===== config.mk =====
export PLATFORM = sky130hd
export DESIGN_NAME = rpz_ctrl
export DESIGN_NICKNAME = d
export VERILOG_FILES = /design/src/design/rpz_pkg.sv /design/src/design/rpz_ctrl.sv
export SDC_FILE = /design/constraint.sdc
export NUM_CORES = 1
export LEC_CHECK = 0
export BUFFER_PORTS_ARGS = -buffer_cell sky130_fd_sc_hd__buf_2
export CORE_UTILIZATION = 52
export CTS_CLUSTER_SIZE = 28
export DETAILED_ROUTE_END_ITERATION = 7
export PLACE_DENSITY = 0.77
export SKIP_CTS_REPAIR_TIMING = 1
export SLEW_MARGIN = 20
export SYNTH_ARGS = -nofsm -noshare
export SYNTH_HDL_FRONTEND = slang
export SYNTH_SLANG_ARGS = --single-unit

===== constraint.sdc =====
create_clock -name clk_i -period 2.35 [get_ports clk_i]
set_input_delay 0.705 -clock clk_i [delete_from_list [all_inputs] [get_ports clk_i]]
set_output_delay 0.705 -clock clk_i [all_outputs]
set_load 0.02 [all_outputs]

===== src/design/rpz_pkg.sv =====
// Shared types and constants for the rotate/project/z-buffer plot unit.
// No dependencies; used by every module of the block except rpz_ram.
`default_nettype none
package rpz_pkg;

  localparam int CELL_FIELD_W = 13;
  localparam int DEPTH_W      = 24;
  localparam int GLYPH_W      = 8;
  localparam int CFG_IDX_W    = 3;
  localparam int CFG_DATA_W   = 16;
  localparam int CNT_W        = 5;

  localparam int ROT_STEPS  = 16;
  localparam int DIV_BITS   = 24;
  localparam int PROJ_STEPS = 3;

  // request modes
  localparam logic [1:0] MODE_PLOT  = 2'd0;
  localparam logic [1:0] MODE_CLEAR = 2'd1;
  localparam logic [1:0] MODE_READ  = 2'd2;

  // result status codes
  localparam logic [1:0] STAT_DONE   = 2'd0;
  localparam logic [1:0] STAT_HIDDEN = 2'd1;
  localparam logic [1:0] STAT_OFF    = 2'd2;
  localparam logic [1:0] STAT_BEHIND = 2'd3;

  // configuration register indexes
  localparam logic [CFG_IDX_W-1:0] REG_SIN_A = 3'd0;
  localparam logic [CFG_IDX_W-1:0] REG_COS_A = 3'd1;
  localparam logic [CFG_IDX_W-1:0] REG_SIN_B = 3'd2;
  localparam logic [CFG_IDX_W-1:0] REG_COS_B = 3'd3;
  localparam logic [CFG_IDX_W-1:0] REG_SIN_C = 3'd4;
  localparam logic [CFG_IDX_W-1:0] REG_COS_C = 3'd5;
  localparam logic [CFG_IDX_W-1:0] REG_VDIST = 3'd6;
  localparam logic [CFG_IDX_W-1:0] REG_SCALE = 3'd7;

  typedef struct packed {
    logic [1:0]              mode;
    logic signed [7:0]       point_x;
    logic signed [7:0]       point_y;
    logic signed [7:0]       point_z;
    logic [GLYPH_W-1:0]      glyph;
    logic [CELL_FIELD_W-1:0] cell_index;
  } in_t;

  typedef struct packed {
    logic [CELL_FIELD_W-1:0] target_cell;
    logic [GLYPH_W-1:0]      glyph_out;
    logic [DEPTH_W-1:0]      depth_out;
    logic [1:0]              status;
  } out_t;

  typedef enum logic [3:0] {
    S_IDLE,
    S_DISPATCH,
    S_ROT,
    S_DIVINIT,
    S_DIV,
    S_PROJ,
    S_SCREEN,
    S_READ,
    S_FINISH
  } state_e;

  typedef enum logic [3:0] {
    OP_NONE,
    OP_LOAD,
    OP_ROT,
    OP_DIVINIT,
    OP_DIV,
    OP_PROJ,
    OP_SCREEN,
    OP_READ,
    OP_UPDATE
  } op_e;

  typedef struct packed {
    op_e              op;
    logic [CNT_W-1:0] idx;
  } cmd_t;

  typedef struct packed {
    logic [1:0] mode;
    logic       cell_ok;
    logic       behind;
  } sts_t;

endpackage
`default_nettype wire


===== src/design/rpz_ctrl.sv =====
// Sequencer for the plot unit: steps the datapath through rotation,
// divide, projection and cell update. Depends on rpz_pkg.
`default_nettype none
module rpz_ctrl (
  input  wire logic          clk_i,
  input  wire logic          rst_ni,
  input  wire logic          in_valid_i,
  output logic               in_ready_o,
  input  wire logic          out_ready_i,
  output logic               out_valid_o,
  input  wire rpz_pkg::sts_t sts_i,
  output rpz_pkg::cmd_t      cmd_o
);
  import rpz_pkg::*;

  state_e           state_q, state_d;
  logic [CNT_W-1:0] cnt_q, cnt_d;
  logic             out_valid_q, out_valid_d;

  always_ff @(posedge clk_i or negedge rst_ni) begin
    if (!rst_ni) begin
      state_q     <= S_IDLE;
      cnt_q       <= '0;
      out_valid_q <= 1'b0;
    end else begin
      state_q     <= state_d;
      cnt_q       <= cnt_d;
      out_valid_q <= out_valid_d;
    end
  end

  always_comb begin
    state_d    = state_q;
    cnt_d      = cnt_q;
    cmd_o.op   = OP_NONE;
    cmd_o.idx  = cnt_q;
    in_ready_o = (state_q == S_IDLE);
    case (state_q)
      S_IDLE: begin
        if (in_valid_i) begin
          cmd_o.op = OP_LOAD;
          state_d  = S_DISPATCH;
        end
      end
      S_DISPATCH: begin
        case (sts_i.mode)
          MODE_PLOT: begin
            state_d = S_ROT;
            cnt_d   = '0;
          end
          MODE_CLEAR, MODE_READ: state_d = sts_i.cell_ok ? S_READ : S_FINISH;
          default:               state_d = S_FINISH;
        endcase
      end
      S_ROT: begin
        cmd_o.op = OP_ROT;
        if (cnt_q == CNT_W'(ROT_STEPS - 1)) begin
          state_d = S_DIVINIT;
        end else begin
          cnt_d = cnt_q + 1'b1;
        end
      end
      S_DIVINIT: begin
        cmd_o.op = OP_DIVINIT;
        if (sts_i.behind) begin
          state_d = S_FINISH;
        end else begin
          state_d = S_DIV;
          cnt_d   = CNT_W'(DIV_BITS - 1);
        end
      end
      S_DIV: begin
        cmd_o.op = OP_DIV;
        if (cnt_q == '0) begin
          state_d = S_PROJ;
        end else begin
          cnt_d = cnt_q - 1'b1;
        end
      end
      S_PROJ: begin
        cmd_o.op = OP_PROJ;
        if (cnt_q == CNT_W'(PROJ_STEPS - 1)) begin
          state_d = S_SCREEN;
        end else begin
          cnt_d = cnt_q + 1'b1;
        end
      end
      S_SCREEN: begin
        cmd_o.op = OP_SCREEN;
        state_d  = S_READ;
      end
      S_READ: begin
        cmd_o.op = OP_READ;
        state_d  = S_FINISH;
      end
      S_FINISH: begin
        // wait for the output register to free up
        if (!out_valid_q || out_ready_i) begin
          cmd_o.op = OP_UPDATE;
          state_d  = S_IDLE;
        end
      end
      default: state_d = S_IDLE;
    endcase
  end

  assign out_valid_d = (cmd_o.op == OP_UPDATE) || (out_valid_q && !out_ready_i);
  assign out_valid_o = out_valid_q;

endmodule
`default_nettype wire


Yosys cells after proc, flatten, opt, wreduce, memory -nomap -nowiden --
Index checks and enable logic that the tools add are counted.
Storage, ports and cells: register bits 10, bits of input ports 8, word-level logic and storage cells 58
Operators by class: $add $sub $neg 2, equal/unequal tests 23, muxes and demuxes 18, reductions and logical operators 12
Operator list (number):
- case mux 4 bit (9 select lines) | 1
- 2-to-1 mux 4 bit | 8
- case mux 4 bit (8 select lines) | 1
- 2-to-1 mux 5 bit | 5
- case mux 5 bit (5 select lines) | 1
- inequality test 2 bit, second input constant | 10
- equality test 4 x 3 -> 1 bit, second input constant | 4
- equality test 4 x 2 -> 1 bit, second input constant | 2
- equality test 4 bit, second input constant | 2
- case mux 4 bit (2 select lines) | 1
- AND reduction 6 bit | 1
- adder 5 x 1 -> 5 bit, second input constant | 1
- equality test 5 x 2 -> 1 bit, second input constant | 1
- equality test 5 x 4 -> 1 bit, second input constant | 1
- zero test 5 bit | 1
- AND reduction 5 bit | 1
- nonzero test 5 bit | 1
- subtractor 5 x 1 -> 5 bit, second input constant | 1
- equality test 4 x 1 -> 1 bit, second input constant | 1
- zero test 4 bit | 1
- equality test 2 x 1 -> 1 bit, second input constant | 1
- equality test 2 bit, second input constant | 1
- zero test 1 bit | 2
- zero test 2 bit | 1
- other kinds (4) | 5

Longest topological paths before layout --
Gate-level depths: netlist of run 1.
word-level depth 6, mapped depth 10

Worst setup path before layout of run 1 --
No wires, ideal clock.
path kind reg-to-output, start register state_q[0], end output cmd_o[8] (netlist name), data arrival time 1.617 ns, path slack 0.028 ns, stages on the path, launching flop included 4, cell sequence dfrtp_1 > buf_2 > or4b_2 > nor2b_1
RTL lines:
- start: declaration | RTL line rpz_ctrl.sv:16 | state_e state_q, state_d;
- start signal: assignment | RTL line rpz_ctrl.sv:26 | state_q <= state_d;
- end: declaration | RTL line rpz_ctrl.sv:12 | output rpz_pkg::cmd_t cmd_o

==> flow_summary.json, run 1 <==
{
  "status": "finished clean",
  "place.gp.congestion": 0.854,
  "syn_inst": 107,
  "fp-row-count": 14,
  "antenna_cells": 0,
  "place_area_um2": 993,
  "worst_setup_path_end_kind": "output port",
  "drc": 0,
  "setup_ws_ns": 0.0898,
  "die_h_um": 42.9,
  "syn_to_final_growth_pct": 20.1,
  "dr.pass1.iters": 5,
  "synth_nets": 118,
  "required_ns": 1.64,
  "cts_tree": "yes",
  "cp.arrival_ns": 1.56,
  "antenna_left": 0,
  "worstSetupStartpointType": "flop",
  "maxSlewViolCount": 0,
  "dieArea_mm2": 0.00184,
  "ys_types": 41,
  "max_stage_delay_ns": 0.58,
  "clock_latency_ns": 0.26,
  "grt_max_degree": 16,
  "ir_drop_mv": 0.946,
  "worst_pin_slew_ns": 0.328,
  "synth-seq-area-share": 0.287,
  "layout-drive-gt1-share": 0.295,
  "cts.root.buffer_cell": "clkbuf_4",
  "maxCapViolations": 0,
  "dp_hpwl_um": 1560,
  "wire_per_inst_um": 14.9,
  "grt.overflow.total": 0,
  "seqCellArea_um2": 250,
  "clockBufferDepth": 2,
  "slowest_stage": "or4b_4",
  "p_leak_nw": 0.516,
  "dp_slack_ns": -0.00337,
  "cpLargestDelayFamily": "simple AND/OR/NAND/NOR gates",
  "core_mm2": 0.00154,
  "cp.buffers_inverters": 1,
  "worst_clock_skew_ns": 0.000601,
  "dieWidth_um": 42.9,
  "fmax_ghz": 0.442,
  "grtUsageTotal": 0.255,
  "nets": 141,
  "fin_crit_ns": 2.26,
  "ios": 19,
  "ys_ff_latch": 10,
  "fillers": 137,
  "path_class": "flop to output port",
  "holdCritPathClass": "input port to async pin",
  "routed_wl_um": 2160,
  "final_cell_area_mm2": 0.00105,
  "port_buffers": 18,
  "drt-initial-drc-count": 42,
  "grt_pass1_vias": 787,
  "clk_pin_slew_ns": 0.07,
  "grt_pass1_wl_um": 3550,
  "clkSinkCount": 10,
  "yosysWarnings": 0,
  "syn_area_um2": 871,
  "grt_setup_unrepaired": "false",
  "vias": 890,
  "path_max_fanout": 4,
  "power_density_mw_per_mm2": 1490,
  "htreeDepth": 1,
  "worstPathCellList": "or4b_4 -> nor2b_1 -> buf_2",
  "hold_violations": 0,
  "vias_per_cell": 6.14,
  "syn_avg_cell_area_um2": 8.14,
  "max_slew_margin": 0.779,
  "multi_input_area_um2": 567,
  "fin_crit_sh": 0.962,
  "setup_violations": 0,
  "antenna_found_initial": 0,
  "cts_buffers": 3,
  "start_util": 0.565
}
layout make-up:
| type | count | area share |
|---|---|---|
| repair buffers | 25 | 0.136 |
| inverters | 8 | 0.0287 |
| clock buffers | 4 | 0.0347 |
| well taps | 16 | 0.0191 |
| multi-input cells | 82 | 0.542 |
| flip-flops and latches | 10 | 0.239 |
worst reg2reg max path, cell delays in order, from the launching register on:
cell and delay (ns):
dfrtp_1 0.44, or3b_4 0.42, a21oi_4 0.16, xnor2_1 0.08
ha_1 0.23, nor2_2 0.11, and4_1 0.21, a41oi_2 0.05
o31a_1 0.29, o22ai_1 0.14
sequential cells by signal, indices dropped and copies added (netlist names):
| name | flops |
|---|---|
| cnt_q | 5 |
| out_valid_o | 1 |
| state_q | 4 |
worst paths after layout:
| check | cells past startpoint | from | to | slack, ns |
|---|---|---|---|---|
| max reg2reg | 9 | state_q[1]$_DFFE_PN0P_ | cnt_q[4]$_DFFE_PN0P_ | 0.13 |
| max | 3 | state_q[0]$_DFFE_PN0P_ | cmd_o[8] | 0.09 |
| min | 1 | rst_ni | cnt_q[2]$_DFFE_PN0P_ | 0.29 |
| max in group asynchronous | 1 | rst_ni | state_q[2]$_DFFE_PN0P_ | 1.87 |
| min reg2reg | 2 | out_valid_o$_DFF_PN0_ | out_valid_o$_DFF_PN0_ | 0.57 |
| min in group clk_i | 2 | out_valid_o$_DFF_PN0_ | out_valid_o$_DFF_PN0_ | 0.57 |
cell usage after synthesis, drive strengths merged:
master / n / area [um^2]
or4b: 1 / 10.0
a211oi: 1 / 7.51
a31oi: 4 / 25.0
o22ai: 3 / 18.8
or3: 1 / 6.26
o21ai: 5 / 25.0
dfrtp: 10 / 250
a41oi: 1 / 8.76
nand2: 5 / 18.8
a21o: 3 / 22.5
nand2b: 2 / 12.5
mux2i: 4 / 40.0
nor4: 1 / 6.26
and3: 1 / 11.3
nor2: 13 / 48.8
and4: 1 / 8.76
nor3: 2 / 10.0
o32ai: 1 / 8.76
a211o: 1 / 8.76
nor2b: 1 / 6.26
inv: 8 / 30.0
o31ai: 2 / 15.0
or2: 1 / 6.26
nand3: 1 / 5.00
o22a: 1 / 8.76
a21oi: 10 / 61.3
buf: 4 / 28.8
or4: 4 / 30.0
nor4b: 1 / 8.76
clkbuf: 3 / 11.3
xnor2: 1 / 8.76
o31a: 2 / 17.5
xor2: 1 / 8.76
nand3b: 1 / 7.51
mux2: 2 / 22.5
or3b: 1 / 8.76
ha: 3 / 37.5
report_power, final:
| part | switching (mW) | total, mW | leakage (nW) | internal, mW |
|---|---|---|---|---|
| combinational | 0.602 | 1.06 | 0.364 | 0.460 |
| sequential | 0.0994 | 0.338 | 0.131 | 0.239 |
| clock | 0.0592 | 0.153 | 0.0210 | 0.0940 |
| total | 0.761 | 1.55 | 0.516 | 0.793 |
per-layer routing:
layer  global-route usage  vias to the layer above  wire, um
met5                    0                        -         0
met4               0.0563                        0         0
met3               0.0255                        0        89
li1                     -                      437         -
met1                0.392                      424       988
met2                0.382                       29      1080
through the flow:
step                       util  power (mW)  instances  setup TNS, ns  hold WS [ns]
after floorplan               -        1.08        107              0         0.409
after global placement    0.644        1.32        141              0         0.528
after detailed placement  0.644        1.35        141       -0.00337         0.528
after CTS                 0.668        1.51        145        -0.0646         0.286
after global routing      0.679        1.69        145              0         0.294
final                     0.679        1.55        145              0         0.290
cell families (layout without fill, tap and decap cells):
group           Yosys count  count (layout)  synth area share
compound gates           34              34             0.261
flops                    10              10             0.287
simple gates             37              37             0.236
xor+xnor                  2               2            0.0201
buf+inv                  15              37            0.0805
mux                       6               6            0.0718
fa+ha+maj                 3               3            0.0431
layout by cell type, fill, tap and decap left out, types with 2 or more instances in the layout:
cell type	count
or4_1	4
o31a_1	2
buf_4	7
inv_1	8
mux2i_1	4
a31oi_1	4
o22ai_1	3
a21o_1	3
buf_2	18
mux2_2	2
nand2_1	5
dfrtp_1	10
clkbuf_4	3
nand2b_1	2
nor2_1	12
o31ai_1	2
nor3_1	2
a21oi_1	9
o21ai_0	4
ha_1	3
(Power assumes the default switching activity.)
==> run 2: changes to the inputs <==
--- a/config.mk
+++ b/config.mk
@@ -5,11 +5,12 @@
 export SDC_FILE = /design/constraint.sdc
 export NUM_CORES = 1
 export LEC_CHECK = 0
+export ABC_AREA = 1
 export BUFFER_PORTS_ARGS = -buffer_cell sky130_fd_sc_hd__buf_2
-export CORE_UTILIZATION = 52
+export CORE_UTILIZATION = 53
 export CTS_CLUSTER_SIZE = 28
 export DETAILED_ROUTE_END_ITERATION = 7
-export PLACE_DENSITY = 0.77
+export PLACE_DENSITY = 0.78
 export SKIP_CTS_REPAIR_TIMING = 1
 export SLEW_MARGIN = 20
 export SYNTH_ARGS = -nofsm -noshare
==> run 2 against run 1 <==
Effect of this change: flip-flop and latch count unchanged; via count up 6.2%; combinational power about the same; die area down 1.4%; final area down 1.9%; critical path depth up 3; core utilization down 0.53 points; worst setup slack better by 0.034 ns; clock skew up 0.0049 ns; critical endpoint unchanged; largest cell class unchanged; highest routed layer is now met4.
==> flow_summary.json, run 2 <==
{
  "status": "finished clean",
  "clkSinkCount": 10,
  "syn_avg_cell_area_um2": 6.83,
  "vias_per_cell": 5.69,
  "top_register": "cnt_q",
  "grt.overflow.total": 0,
  "synth-xor-area-share": 0.0200,
  "largest_reg_flops": 5,
  "cpLargestDelayFamily": "simple AND/OR/NAND/NOR gates",
  "die_h_um": 42.6,
  "holdCritPathClass": "input port to async pin",
  "synth_largest_area_cell": "dfrtp_1",
  "maxCapViolations": 0,
  "cts_buffers": 3,
  "syn_area_um2": 875,
  "drc": 0,
  "max_stage_delay_ns": 0.43,
  "vias": 945,
  "worst_setup_path_end_kind": "output port",
  "core_mm2": 0.00152,
  "layout-drive-gt1-share": 0.300,
  "required_ns": 1.64,
  "cp.buffers_inverters": 3,
  "worstSetupStartpointType": "flop",
  "dr.pass1.iters": 4,
  "start_util": 0.574,
  "dieArea_mm2": 0.00182,
  "fmax_ghz": 0.449,
  "syn_to_final_growth_pct": 17.3,
  "synth_edf_count": 0,
  "yosys-top-cells-area": "dfrtp_1, nand2_1, inv_1",
  "place.gp.congestion": 0.917,
  "ys_ff_latch": 10,
  "synth_compound_area_frac": 0.134,
  "nets": 162,
  "htreeDepth": 1,
  "synth.top_cell.area_share": 0.286,
  "fin_crit_sh": 0.947,
  "fin_crit_ns": 2.23,
  "r2r_slack_ns": 0.48,
  "antenna_left": 0,
  "ys.flop_type": "dfrtp_1",
  "clockBufferDepth": 2,
  "synthMostInstantiatedCell": "nand2_1",
  "cts_tree": "yes",
  "syn_inst": 128,
  "final_cells": 166,
  "wire_per_inst_um": 13.1,
  "multi_input_area_um2": 551,
  "worstPathCellList": "inv_2 -> nand2_1 -> nor3_2 -> inv_1 -> nor2_1 -> buf_2",
  "path_max_fanout": 5,
  "synthAdderAreaFrac": 0.0429,
  "synth_nets": 139,
  "port_buffers": 18,
  "ir_drop_mv": 0.729,
  "synthArstFlopShare": 1.00,
  "hold_ws_ns": 0.270,
  "synth_mux_area_frac": 0,
  "dp_hpwl_um": 1660,
  "maxSlewViolCount": 0,
  "setup_violations": 0,
  "setup-tns-final_ns": 0,
  "power_density_mw_per_mm2": 1560,
  "ys_types": 25,
  "grt_pass1_wl_um": 3850,
  "cp.arrival_ns": 1.52,
  "synth-seq-area-share": 0.286,
  "grt_max_degree": 11,
  "most-common-layout-cells": "nand2_1, buf_2, inv_1, nor2_1",
  "p_leak_nw": 0.572,
  "worst_pin_slew_ns": 0.331,
  "grtUsageTotal": 0.279,
  "clock_latency_ns": 0.28,
  "slowest_stage": "dfrtp_1",
  "synth_common_cells": "nand2_1, inv_1, nor2_1, dfrtp_1, nand3_1",
  "ios": 19,
  "dieWidth_um": 42.6,
  "yosys.area_share.simple": 0.426,
  "antenna_cells": 0,
  "clk_pin_slew_ns": 0.08,
  "antenna_found_initial": 0,
  "final_cell_area_mm2": 0.00103,
  "routed_wl_um": 2170,
  "seqCellArea_um2": 250,
  "dp_cells": 162,
  "cts.root.buffer_cell": "clkbuf_4",
  "synth_top_family_by_area": "simple AND/OR/NAND/NOR gates",
  "place_area_um2": 985,
  "r2r-start": "state_q[2]$_DFFE_PN0P_",
  "drt-initial-drc-count": 42,
  "r2r_end": "cnt_q[4]$_DFFE_PN0P_",
  "fillers": 136,
  "grt_pass1_vias": 911,
  "worst_clock_skew_ns": 0.00548,
  "path_class": "flop to output port",
  "max_slew_margin": 0.776,
  "rr_worst_depth": 15,
  "hold_violations": 0,
  "p_total_mw": 1.60,
  "fp-row-count": 14,
  "yosysWarnings": 0,
  "final_common_cell": "nand2_1"
}
==> run 2: cell type report <==
| type | count | area share |
|---|---|---|
| sequential | 10 | 0.244 |
| timing repair buffer | 18 | 0.0878 |
| multi-input combinational | 97 | 0.537 |
| tap | 16 | 0.0195 |
| inverter | 21 | 0.0768 |
| clock buffer | 4 | 0.0354 |
==> run 2: metrics by stage <==
step	worst slack, ns	util
finish	0.123	0.673
global route	-0.0153	0.673
floorplan	0.426	-
CTS	0.143	0.670
global placement	0.511	0.646
detailed placement	0.461	0.646
==> run 2: per-layer routing <==
metal  part of all wire  global-route usage  vias up
met5                  0                   0        -
met1               0.45               0.383      432
met4              0.017               0.100        0
met2               0.47               0.430       38
met3              0.063              0.0603        6
li1                   -                   -      469
==> run 2: worst max-delay path by stage <==
| stage | start | endpoint | slack [ns] | depth (start not counted) |
|---|---|---|---|---|
| floorplan | state_q[3]$_DFFE_PN0P_ | cmd_o[5] | 0.43 | 5 |
| global placement | in_valid_i | cmd_o[5] | 0.51 | 4 |
| detailed placement | state_q[1]$_DFFE_PN0P_ | cmd_o[8] | 0.46 | 6 |
| CTS | state_q[1]$_DFFE_PN0P_ | cmd_o[8] | 0.14 | 6 |
| global route | state_q[1]$_DFFE_PN0P_ | cmd_o[8] | -0.02 | 6 |
| finish | state_q[1]$_DFFE_PN0P_ | cmd_o[8] | 0.12 | 6 |
==> run 2: logic make-up (layout without fill, tap and decap cells) <==
family	Yosys count	after routing
AOI/OAI and AO/OA	18	18
xor gates and xnor gates	2	2
adders and majority gates	3	3
buffers and inverters	21	43
DFF	10	10
and+or+nand+nor	74	74
==> run 2: report_power, final <==
| part | internal, mW | switching, mW |
|---|---|---|
| Sequential | 0.256 | 0.104 |
| Combinational | 0.362 | 0.710 |
| Clock | 0.0945 | 0.0748 |
| Total | 0.712 | 0.890 |
==> run 3: changes to the inputs <==
--- a/config.mk
+++ b/config.mk
@@ -6,11 +6,11 @@
 export NUM_CORES = 1
 export LEC_CHECK = 0
 export ABC_AREA = 1
-export BUFFER_PORTS_ARGS = -buffer_cell sky130_fd_sc_hd__buf_2
-export CORE_UTILIZATION = 53
+export CORE_UTILIZATION = 55
 export CTS_CLUSTER_SIZE = 28
 export DETAILED_ROUTE_END_ITERATION = 7
-export PLACE_DENSITY = 0.78
+export DONT_BUFFER_PORTS = 1
+export PLACE_DENSITY = 0.7
 export SKIP_CTS_REPAIR_TIMING = 1
 export SLEW_MARGIN = 20
 export SYNTH_ARGS = -nofsm -noshare
==> run 3 against run 2 <==
Effect of this change: core utilization fell by 5.1 points; final area fell by 9.6%; global-route usage fell by 3.9 points; sequential power rose by 21%; critical path depth fell by 1; flip-flop and latch count did not move; combinational power fell by 16%; total power fell by 8.4%; critical endpoint unchanged.
==> flow_summary.json, run 3 (synthesized netlist as in run 2, its figures left out) <==
{
  "status": "finished clean",
  "rr_worst_depth": 14,
  "grt_pass1_wl_um": 3220,
  "path_class": "flop to output port",
  "dieWidth_um": 41.9,
  "path_max_fanout": 5,
  "grt_setup_unrepaired": "false",
  "final_cell_area_um2": 927,
  "largest_reg_flops": 5,
  "topRoutingLayerUsed": "met4",
  "internal_power_mw": 0.624,
  "drt-initial-drc-count": 21,
  "cts_tree": "yes",
  "cp.arrival_ns": 1.49,
  "start_util": 0.587,
  "vias": 848,
  "power.share.clock": 0.088,
  "pwr-share-comb": 0.616,
  "slowest_stage": "dfrtp_1",
  "worst_clock_skew_ns": 0.00448,
  "setup_violations": 0,
  "most-common-layout-cells": "nand2_1, inv_1, nand3_1, nor2_1, dfrtp_1",
  "antenna_found_initial": 0,
  "swShare": 0.575,
  "ios": 19,
  "fp-row-count": 14,
  "ir_drop_mv": 0.745,
  "wl_met2_um": 840,
  "cts.root.buffer_cell": "clkbuf_4",
  "r2r_slack_ns": 0.46,
  "p_leak_nw": 0.490,
  "drt-met1-wl_um": 1010,
  "worst_setup_path_end_kind": "output port",
  "routed_wl_um": 1990,
  "cts_buffers": 3,
  "port_buffers": 0,
  "clock_latency_ns": 0.28,
  "antenna_left": 0,
  "p_total_mw": 1.47,
  "max_stage_delay_ns": 0.44,
  "grtUsageTotal": 0.240,
  "hold_violations": 0,
  "htreeDepth": 1,
  "fin_crit_ns": 2.19,
  "grt_pass1_vias": 739,
  "antenna_cells": 0,
  "vias_per_cell": 5.73,
  "setup_ws_ns": 0.157,
  "place.gp.congestion": 0.853,
  "holdCritPathClass": "input port to async pin",
  "setup.worst_path.start": "state_q[0]$_DFFE_PN0P_",
  "drc": 0,
  "syn_to_final_growth_pct": 6.01,
  "layout-drive-gt1-share": 0.205,
  "grt.overflow.total": 0,
  "grt_max_degree": 11,
  "die_h_um": 41.9,
  "place_area_um2": 902,
  "met3_length_um": 95,
  "clkSinkCount": 10,
  "core_mm2": 0.00149,
  "p_sw_mw": 0.844,
  "required_ns": 1.64,
  "setup-tns-final_ns": 0,
  "clockBufferDepth": 2,
  "worst_pin_slew_ns": 0.536,
  "max_slew_margin": 0.642,
  "r2r_end": "cnt_q[4]$_DFFE_PN0P_",
  "nets": 145,
  "worstSetupStartpointType": "flop",
  "dp_slack_ns": 0.365,
  "dr.pass1.iters": 5,
  "dieArea_mm2": 0.00175,
  "worstPathCellList": "inv_2 -> nand2_1 -> nor3_1 -> inv_1 -> nor2_2",
  "r2r-start": "state_q[3]$_DFFE_PN0P_",
  "final_common_cell": "nand2_1",
  "top_register": "cnt_q",
  "crit_end": "cmd_o[8]",
  "clk_pin_slew_ns": 0.07,
  "fmax_ghz": 0.456,
  "seq_power_share": 0.296,
  "power_density_mw_per_mm2": 1580,
  "fin_crit_sh": 0.933,
  "wire_per_inst_um": 13.4,
  "dp_hpwl_um": 1560,
  "postLayoutCoreUtil": 0.623,
  "maxCapViolations": 0,
  "maxSlewViolCount": 0
}
## run 3: cell count changes in the layout (fill, tap and decap cells not counted)
| cell | before | now |
|---|---|---|
| buf_2 | 18 | 0 |
| buf_4 | 0 | 1 |
| clkbuf_8 | 1 | 0 |
| nor2_1 | 11 | 10 |
| nor2_2 | 5 | 6 |
| nor3_1 | 3 | 4 |
| nor3_2 | 1 | 0 |
## run 3: power by group through the flow
| stage | clock [mW] | sequential [mW] | combinational, mW |
|---|---|---|---|
| after global routing | 0.138 | 0.447 | 1.01 |
| after detailed placement | 0 | 0.438 | 0.898 |
| after floorplan | 0 | 0.409 | 0.748 |
| after CTS | 0.127 | 0.434 | 0.903 |
| final | 0.129 | 0.435 | 0.904 |
| after global placement | 0 | 0.434 | 0.886 |
## run 3: final cells by class
class	instances	area, um^2
timing repair buffer	1	7.51
tap	16	20.0
multi-input combinational	97	548
inverter	21	78.8
sequential	10	250
fill	139	562
clock buffer	3	22.5
## run 3: worst max-delay path, delay by kind of cell (launching register included)
kind / cells / cell delay (ns)
AND/OR/NAND/NOR: 3 / 0.56
buffers and inverters: 2 / 0.20
flip-flops: 1 / 0.44
## run 3: through the flow
step / hold WS (ns) / instances
after floorplan: 0.409 / 128
after global routing: 0.103 / 148
after global placement: 0.410 / 145
final: 0.111 / 148
after CTS: 0.116 / 148
after detailed placement: 0.410 / 145
## run 3: worst min-delay path by stage
| stage | start | end | slack, ns |
|---|---|---|---|
| 3_3_place_gp | rst_ni | state_q[0]$_DFFE_PN0P_ | 0.41 |
| 3_5_place_dp | rst_ni | state_q[0]$_DFFE_PN0P_ | 0.41 |
| 5_1_grt | rst_ni | cnt_q[3]$_DFFE_PN0P_ | 0.10 |
| 2_1_floorplan | rst_ni | cnt_q[0]$_DFFE_PN0P_ | 0.41 |
| 6_report | rst_ni | cnt_q[3]$_DFFE_PN0P_ | 0.11 |
| 4_1_cts | rst_ni | cnt_q[3]$_DFFE_PN0P_ | 0.12 |
## run 3: routing by layer
metal  track usage  up-vias
met2         0.347       28
met1         0.361      385
met5             0        -
met3        0.0435        5
li1              -      430
met4        0.0774        0
